### src/sfe_pkg.sv
// shared types, constants and helpers for the scaler frame energy decoder
package sfe_pkg;

  localparam int unsigned MaxWords   = 10000;
  localparam int unsigned WordCntW   = 14;
  localparam int unsigned FrameSlots = 10;
  localparam int unsigned SlotW      = 4;
  localparam int unsigned NumHold    = 7;
  localparam int unsigned NumChan    = 8;
  localparam int unsigned ScaleW     = 63;
  localparam int unsigned EnergyW    = 48;
  localparam int unsigned DivSteps   = ScaleW;
  localparam int unsigned DivCntW    = 6;
  localparam int unsigned JobDepth   = 2;

  localparam logic [SlotW-1:0] SlotChanD = 4'd3;
  localparam logic [SlotW-1:0] SlotSub   = 4'd4;
  localparam logic [SlotW-1:0] SlotAdd   = 4'd5;
  localparam logic [SlotW-1:0] SlotChanE = 4'd6;
  localparam logic [SlotW-1:0] SlotLast  = 4'd9;

  localparam logic [ScaleW-1:0]  EnergyPosMaxQ = 63'h7FFF_FFFF_FFFF;
  localparam logic [ScaleW-1:0]  EnergyNegMaxQ = 63'h8000_0000_0000;
  localparam logic [EnergyW-1:0] EnergyPosMax  = 48'h7FFF_FFFF_FFFF;
  localparam logic [EnergyW-1:0] EnergyNegMax  = 48'h8000_0000_0000;

  typedef struct packed {
    logic [NumChan-1:0][31:0] chans;
    logic [31:0]              pos;
  } job_t;

  typedef struct packed {
    logic full;
    logic empty;
  } jobq_stat_t;

  typedef enum logic [2:0] {
    ST_IDLE = 3'b001,
    ST_DIV  = 3'b010,
    ST_DONE = 3'b100
  } back_state_t;

  function automatic logic [31:0] nz_count(input logic [31:0] v);
    nz_count = (v == 32'd0) ? 32'd1 : v;
  endfunction

endpackage

### src/scaler_frame_energy_decoder.sv
// top level of the scaler frame energy decoder
//
//   channel | ports                          | accepted when
//   --------+--------------------------------+---------------------
//   input   | in_push, in_full, in_*         | in_push && !in_full
//   result  | out_empty, out_pop, out_*      | out_pop && !out_empty
//   config  | cfg_we, cfg_wdata              | cfg_we
//
// words are taken one per cycle while in_full is low; one result leaves per ten-word frame
// the shift-subtract divider works on one frame at a time and takes
// the next frame from the queue only once it is back in idle
// a two-entry frame queue sits between the front end and the divider
// in_full is high while that queue holds two frames; a synchronous reset clears it
module scaler_frame_energy_decoder (
  input  logic                       clk,
  input  logic                       rst_n,
  input  logic                       in_push,
  output logic                       in_full,
  input  logic [31:0]                in_count_word,
  input  logic                       in_frame_start,
  input  logic signed [31:0]         in_encoder_start,
  output logic                       out_empty,
  input  logic                       out_pop,
  output logic [31:0]                out_chan_a,
  output logic [31:0]                out_chan_b,
  output logic [31:0]                out_chan_c,
  output logic [31:0]                out_chan_d,
  output logic [31:0]                out_chan_e,
  output logic [31:0]                out_chan_f,
  output logic [31:0]                out_chan_g,
  output logic [31:0]                out_chan_h,
  output logic signed [47:0]         out_energy,
  output logic                       out_energy_invalid,
  input  logic                       cfg_we,
  input  logic [sfe_pkg::ScaleW-1:0] cfg_wdata
);
  import sfe_pkg::*;

  logic [ScaleW-1:0]        scale_r;
  logic                     acc;
  logic                     job_push, job_pop;
  job_t                     wr_job, rd_job;
  jobq_stat_t               jstat;
  logic                     res_valid;
  logic [NumChan-1:0][31:0] res_chans;

  always_ff @(posedge clk) begin
    if (!rst_n) begin
      scale_r <= '0;
    end else if (cfg_we) begin
      scale_r <= cfg_wdata;
    end
  end

  assign in_full = jstat.full;
  assign acc     = in_push && !jstat.full;

  sfe_front u_front (
    .clk           (clk),
    .rst_n         (rst_n),
    .acc           (acc),
    .count_word    (in_count_word),
    .frame_start   (in_frame_start),
    .encoder_start (in_encoder_start),
    .job_push      (job_push),
    .job           (wr_job)
  );

  sfe_jobq u_jobq (
    .clk    (clk),
    .rst_n  (rst_n),
    .push   (job_push),
    .wr_job (wr_job),
    .pop    (job_pop),
    .rd_job (rd_job),
    .stat   (jstat)
  );

  sfe_back u_back (
    .clk         (clk),
    .rst_n       (rst_n),
    .scale       (scale_r),
    .jstat       (jstat),
    .job         (rd_job),
    .job_pop     (job_pop),
    .pop         (out_pop && !out_empty),
    .res_valid   (res_valid),
    .res_chans   (res_chans),
    .res_energy  (out_energy),
    .res_invalid (out_energy_invalid)
  );

  assign out_empty  = !res_valid;
  assign out_chan_a = res_chans[0];
  assign out_chan_b = res_chans[1];
  assign out_chan_c = res_chans[2];
  assign out_chan_d = res_chans[3];
  assign out_chan_e = res_chans[4];
  assign out_chan_f = res_chans[5];
  assign out_chan_g = res_chans[6];
  assign out_chan_h = res_chans[7];

`ifndef SYNTHESIS
  a_push_not_full: assert property (@(posedge clk) disable iff (!rst_n)
    job_push |-> !jstat.full)
    else $error("frame pushed into a full queue");

  a_pop_not_empty: assert property (@(posedge clk) disable iff (!rst_n)
    job_pop |-> !jstat.empty)
    else $error("divider took a frame from an empty queue");

  a_invalid_zero: assert property (@(posedge clk) disable iff (!rst_n)
    (!out_empty && out_energy_invalid) |-> (out_energy == 48'sd0))
    else $error("invalid energy is not zero");

  a_full_blocks: assert property (@(posedge clk) disable iff (!rst_n)
    (jstat.full && !job_pop) |=> jstat.full)
    else $error("queue drained without a pop");
`endif

endmodule

### src/sfe_front.sv
// front end: slot tracking, count capture and encoder position per frame
module sfe_front (
  input  logic                clk,
  input  logic                rst_n,
  input  logic                acc,
  input  logic [31:0]         count_word,
  input  logic                frame_start,
  input  logic signed [31:0]  encoder_start,
  output logic                job_push,
  output sfe_pkg::job_t       job
);
  import sfe_pkg::*;

  logic [SlotW-1:0]    slot_r, slot_nxt, slot_eff;
  logic [WordCntW-1:0] cnt_r, cnt_nxt, cnt_eff;
  logic [31:0]         pos_r, pos_nxt, pos_eff;
  logic [31:0]         hold_r [NumHold];
  logic                take;

  always_comb begin
    slot_eff = frame_start ? '0 : slot_r;
    cnt_eff  = frame_start ? '0 : cnt_r;
    pos_eff  = frame_start ? encoder_start : pos_r;
    take     = acc && (cnt_eff < WordCntW'(MaxWords));
    slot_nxt = slot_r;
    cnt_nxt  = cnt_r;
    pos_nxt  = pos_r;
    if (acc) begin
      slot_nxt = slot_eff;
      cnt_nxt  = cnt_eff;
      pos_nxt  = pos_eff;
    end
    if (take) begin
      case (slot_eff)
        SlotSub: pos_nxt = pos_eff - count_word;
        SlotAdd: pos_nxt = pos_eff + count_word;
        default: pos_nxt = pos_eff;
      endcase
      slot_nxt = (slot_eff == SlotLast) ? '0 : slot_eff + 1'b1;
      cnt_nxt  = cnt_eff + 1'b1;
    end
  end

  always_ff @(posedge clk) begin
    if (!rst_n) begin
      slot_r <= '0;
      cnt_r  <= '0;
      pos_r  <= '0;
    end else begin
      slot_r <= slot_nxt;
      cnt_r  <= cnt_nxt;
      pos_r  <= pos_nxt;
    end
  end

  always_ff @(posedge clk) begin
    for (int k = 0; k < NumHold; k++) begin
      if (take && (slot_eff == ((k <= int'(SlotChanD)) ? SlotW'(k) : SlotW'(k + 2)))) begin
        hold_r[k] <= nz_count(count_word);
      end
    end
  end

  always_comb begin
    job_push = take && (slot_eff == SlotLast);
    for (int k = 0; k < NumHold; k++) begin
      job.chans[k] = hold_r[k];
    end
    job.chans[NumChan-1] = nz_count(count_word);
    job.pos = pos_eff;
  end

endmodule

### src/sfe_jobq.sv
// two-entry queue of finished frames between front end and divider
module sfe_jobq (
  input  logic                clk,
  input  logic                rst_n,
  input  logic                push,
  input  sfe_pkg::job_t       wr_job,
  input  logic                pop,
  output sfe_pkg::job_t       rd_job,
  output sfe_pkg::jobq_stat_t stat
);
  import sfe_pkg::*;

  job_t       mem_r [JobDepth];
  logic       wr_ptr_r, rd_ptr_r;
  logic [1:0] fill_r;

  always_ff @(posedge clk) begin
    if (!rst_n) begin
      wr_ptr_r <= 1'b0;
      rd_ptr_r <= 1'b0;
      fill_r   <= '0;
    end else begin
      if (push) wr_ptr_r <= ~wr_ptr_r;
      if (pop)  rd_ptr_r <= ~rd_ptr_r;
      fill_r <= fill_r + {1'b0, push} - {1'b0, pop};
    end
  end

  always_ff @(posedge clk) begin
    if (push) mem_r[wr_ptr_r] <= wr_job;
  end

  assign rd_job     = mem_r[rd_ptr_r];
  assign stat.full  = (fill_r == 2'(JobDepth));
  assign stat.empty = (fill_r == 2'd0);

endmodule

### src/sfe_back.sv
// back end: bit-serial energy division, saturation and result register
module sfe_back (
  input  logic                       clk,
  input  logic                       rst_n,
  input  logic [sfe_pkg::ScaleW-1:0] scale,
  input  sfe_pkg::jobq_stat_t        jstat,
  input  sfe_pkg::job_t              job,
  output logic                       job_pop,
  input  logic                       pop,
  output logic                       res_valid,
  output logic [sfe_pkg::NumChan-1:0][31:0] res_chans,
  output logic signed [sfe_pkg::EnergyW-1:0] res_energy,
  output logic                       res_invalid
);
  import sfe_pkg::*;

  back_state_t              state_r, state_nxt;
  logic [DivCntW-1:0]       step_r;
  logic [ScaleW-1:0]        quo_r;
  logic [31:0]              rem_r, div_r;
  logic                     neg_r, zero_r;
  logic [NumChan-1:0][31:0] chans_r;
  logic                     out_valid_r;
  logic [NumChan-1:0][31:0] out_chans_r;
  logic [EnergyW-1:0]       out_energy_r;
  logic                     out_inv_r;
  logic [32:0]              trial;
  logic                     fits;
  logic                     out_free, load_out;
  logic [EnergyW-1:0]       energy_val;

  assign out_free = !out_valid_r || pop;
  assign trial    = {rem_r, quo_r[ScaleW-1]};
  assign fits     = (trial >= {1'b0, div_r});

  always_comb begin
    state_nxt = state_r;
    job_pop   = 1'b0;
    load_out  = 1'b0;
    case (state_r)
      ST_IDLE: begin
        if (!jstat.empty) begin
          job_pop   = 1'b1;
          state_nxt = (job.pos == 32'd0) ? ST_DONE : ST_DIV;
        end
      end
      ST_DIV: begin
        if (step_r == '0) state_nxt = ST_DONE;
      end
      ST_DONE: begin
        if (out_free) begin
          load_out  = 1'b1;
          state_nxt = ST_IDLE;
        end
      end
      default: state_nxt = ST_IDLE;
    endcase
  end

  always_comb begin
    if (zero_r) begin
      energy_val = '0;
    end else if (!neg_r) begin
      energy_val = (quo_r > EnergyPosMaxQ) ? EnergyPosMax : quo_r[EnergyW-1:0];
    end else if (quo_r > EnergyNegMaxQ) begin
      energy_val = EnergyNegMax;
    end else begin
      energy_val = '0 - quo_r[EnergyW-1:0];
    end
  end

  always_ff @(posedge clk) begin
    if (!rst_n) begin
      state_r     <= ST_IDLE;
      out_valid_r <= 1'b0;
    end else begin
      state_r     <= state_nxt;
      out_valid_r <= (out_valid_r && !pop) || load_out;
    end
  end

  always_ff @(posedge clk) begin
    if (job_pop) begin
      chans_r <= job.chans;
      neg_r   <= job.pos[31];
      zero_r  <= (job.pos == 32'd0);
      div_r   <= job.pos[31] ? (32'd0 - job.pos) : job.pos;
      quo_r   <= scale;
      rem_r   <= '0;
      step_r  <= DivCntW'(DivSteps - 1);
    end else if (state_r == ST_DIV) begin
      rem_r  <= fits ? 32'(trial - {1'b0, div_r}) : trial[31:0];
      quo_r  <= {quo_r[ScaleW-2:0], fits};
      step_r <= step_r - 1'b1;
    end
    if (load_out) begin
      out_chans_r  <= chans_r;
      out_energy_r <= energy_val;
      out_inv_r    <= zero_r;
    end
  end

  assign res_valid   = out_valid_r;
  assign res_chans   = out_chans_r;
  assign res_energy  = out_energy_r;
  assign res_invalid = out_inv_r;

endmodule

### config.mk
export PLATFORM = sky130hd
export DESIGN_NAME = scaler_frame_energy_decoder
export DESIGN_NICKNAME = d
export VERILOG_FILES = /design/src/sfe_pkg.sv /design/src/scaler_frame_energy_decoder.sv /design/src/sfe_front.sv /design/src/sfe_jobq.sv /design/src/sfe_back.sv
export SDC_FILE = /design/constraint.sdc
export NUM_CORES = 2
export LEC_CHECK = 0
export ABC_CLOCK_PERIOD_IN_PS = 44800
export BUFFER_PORTS_ARGS = -buffer_cell sky130_fd_sc_hd__buf_2
export CAP_MARGIN = 40
export CORE_MARGIN = 2
export CORE_UTILIZATION = 55
export CTS_CLUSTER_SIZE = 14
export DETAILED_ROUTE_END_ITERATION = 10
export GPL_ROUTABILITY_DRIVEN = 0
export PLACE_DENSITY_LB_ADDON = 0.3
export SLEW_MARGIN = 20
export SYNTH_ARGS = -nofsm -noshare
export SYNTH_HDL_FRONTEND = slang
export SYNTH_HIERARCHICAL = 1
export SYNTH_SLANG_ARGS = --single-unit
### constraint.sdc
create_clock -name clk -period 44.8 [get_ports clk]
set_input_delay 2.24 -clock clk [delete_from_list [all_inputs] [get_ports clk]]
set_output_delay 2.24 -clock clk [all_outputs]
set_load 0.03 [all_outputs]
==> results_dict.tcl <==
set metrics [dict create \
    end_kind "flip-flop" \
    worstPathRequired_ns 45.19 \
    cpMaxStageDelayCell "buf_12" \
    nNetsFinal 4461 \
    max-cap-violations 0 \
    floorplan.rows 123 \
    start_util_pct 55.5 \
    drt_iter0_drc 3089 \
    synth_top_area_share_pct 70.0 \
    async_reset_ff_share_pct 0 \
    portBuffers 439 \
    grt_pass1_vias 32500 \
    final_cell_mix "edfxtp_1, buf_2, nand2_1" \
    outcome "finished clean" \
    h-tree-depth 4 \
    drt_pass1_iterations 5 \
    path_class "in2reg" \
    postCtsSetupBuffers 0 \
    ys.flop_type "edfxtp_1" \
    reg2reg_depth 11 \
    synth_seq_area_share_pct 75.1 \
    syn_area_per_cell_um2 16.7 \
    synth_seq_cells 1618 \
    antenna_found_initial 21 \
    fin_cells 5888 \
    wl_per_cell_um 22.9 \
    cp-start-kind "input pin" \
    vias_per_cell 5.62 \
    dp_cells 5587 \
    drcViolationCount 0 \
    r2r-start "u_jobq/fill_r[1]$_SDFF_PN0_" \
    yosysWarningCount 6 \
    grt_max_degree 164 \
    fin_skew_ns 0.0662 \
    synth_nets 3965 \
    syn_to_final_growth_pct 14.4 \
    die_w_um 341 \
    power_density_mw_per_mm2 53.1 \
    timing.rr.end "u_jobq/mem_r[0][123]$_DFFE_PP_" \
    path_clk_slew_ns 0.06 \
    worstPathCellList "buf_2, buf_4, nand2b_1, nor3_1, o31ai_2, nor3b_1, nand2_1, nor3_1, nor2b_4, buf_4, buf_16, buf_12" \
    synthesis.area_mm2 0.0625 \
    worst_slew_pin_slew_ns 1.08 \
    p_leak_uw 0.0255 \
    ant_nets 0 \
    drive_gt1_share_pct 24.9 \
    setup_viol 0 \
    grt_usage_pct 22.9 \
    cpPeakStageDelay_ns 0.63 \
    cts_resized 0 \
    hold_slack_ns 0.411 \
    layout_commonest_cell "edfxtp_1" \
    rsz0062_at_grt "no" \
    max_slew_margin_pct 28.1 \
    nFillCells 7819 \
    cts_root_buffer "clkbuf_16" \
    hold_path_end "u_back/res_chans[168]$_DFFE_PP_" \
    vias 33100 \
    period_needed_ns 6.28 \
    ir_drop_v 0.0000407 \
    cts.sinks 1618 \
    min-delay-start "u_back/chans_r[168]$_DFFE_PP_" \
    ys_top_cells_by_area "edfxtp_1, dfxtp_1, mux2_4, mux2_2, nand2_1" \
    cts_tree "done" \
    overflow 0 \
    io_pins 440 \
    synthCells 3753 \
    hold_viol 0 \
    hold_path.class "reg2reg" \
    whs_path_depth 0 \
    fp.dieH_um 341 \
    yosysTopAreaCell "edfxtp_1" \
    die_area_mm2 0.116 \
    drv_slew 0 \
    max_freq_mhz 159 \
    cts_buffers 157 \
    totalNegativeSetupSlack_ns 0 \
    cts_hold_buf 0 \
    period_share_pct 14.0 \
    wirelength_mm 135 \
    synth_edf_count 1458 \
    post_synth_num_cell_types 89 \
    rrSetupSlack_ns 39.91 \
    core-area_mm2 0.113 \
    critPathMaxFanout 163 \
    clock_latency_ns 0.78 \
    grt_pass1_wl_mm 199 \
    dp_hpwl_mm 85.9 \
    worst-endpoint-arrival_ns 6.67 \
    cts_buffer_depth 3 \
]
power by group:
part	leakage (uW)	total (uW)	switching [uW]	internal, uW
combinational	0.00851	522	326	196
clock	0.00244	1270	559	712
sequential	0.0146	2010	113	1900
layout make-up:
class	count	area (um2)	share of cell area, %
timing repair buffer	506	3040	4.24
inverter	66	255	0.357
clock inverter	89	898	1.26
sequential	1618	47000	65.7
antenna	11	27.5	0.0385
tap	1500	1880	2.62
multi-input combinational	1900	14400	20.1
clock buffer	198	4110	5.75
state kept, by name, indices dropped and copies added (netlist names), 2 cells and up, named ones only:
register,cells
u_back/quo_r,63
u_front/hold_r,224
u_front/cnt_r,14
u_back/res_chans,256
u_back/chans_r,256
u_front/slot_r,4
u_jobq/fill_r,2
u_jobq/mem_r,576
scale_r,63
u_back/state_r,3
u_back/div_r,32
u_back/step_r,6
u_front/pos_r,32
u_back/rem_r,32
u_back/res_energy,48
metal layers:
layer | up-vias | global-route usage, % | routed length, um | share of wire (%)
met5 | - | 0 | 107 | 0.079
met4 | 16 | 8.20 | 4140 | 3.1
met3 | 255 | 6.07 | 10900 | 8.1
met2 | 1188 | 37.5 | 65600 | 49
met1 | 16400 | 29.8 | 54100 | 40
li1 | 15200 | - | - | -
how the worst max path moves through the flow:
| stage | startpoint | to | slack [ns] | depth (start not counted) |
|---|---|---|---|---|
| floorplan | in_frame_start | u_jobq/wr_ptr_r$_SDFFE_PN0P_ | 27.38 | 9 |
| global placement | in_frame_start | u_jobq/mem_r[1][112]$_DFFE_PP_ | 36.64 | 12 |
| detailed placement | in_frame_start | u_jobq/mem_r[1][112]$_DFFE_PP_ | 37.77 | 13 |
| CTS | in_frame_start | u_jobq/mem_r[1][139]$_DFFE_PP_ | 38.60 | 13 |
| global route | in_frame_start | u_jobq/mem_r[1][139]$_DFFE_PP_ | 38.24 | 13 |
| finish | in_frame_start | u_jobq/mem_r[0][123]$_DFFE_PP_ | 38.52 | 12 |
stage by stage:
stage	util [%]	total power (uW)	setup WS [ns]	area (um2)
4_1_cts	63.4	3830	38.60	71500
3_3_place_gp	58.6	2530	36.64	66000
3_5_place_dp	59.0	2550	37.77	66400
5_1_grt	63.5	3950	38.24	71500
6_report	63.5	3800	38.52	71600
2_1_floorplan	-	2410	27.38	62500
synth_stat cells (64+ instances only):
cell type  number
edfxtp_1     1458
nand2_1       340
mux2_4        201
dfxtp_1       160
a21oi_1       137
o21ai_0       135
nor2_1        129
mux2_2        120
clkbuf_1      107
mux2i_1        83
nor2b_1        81
ha_1           77
xnor2_1        77
inv_1          64
critical path, delay by kind of cell:
family / cells / cell delay, ns
AO/OA/AOI/OAI: 1 / 0.43
buffers and inverters: 5 / 1.99
AND/OR/NAND/NOR: 6 / 1.67
logic make-up after synthesis:
family          Yosys count  share of synthesized area (%)
xor+xnor                125                           1.77
flops                  1618                           75.1
fa+ha+maj                79                           1.60
buf+inv                 235                           2.00
simple gates            795                           6.20
mux                     404                           8.32
compound gates          497                           4.97
Note: power is estimated with default switching activity, not from simulation.
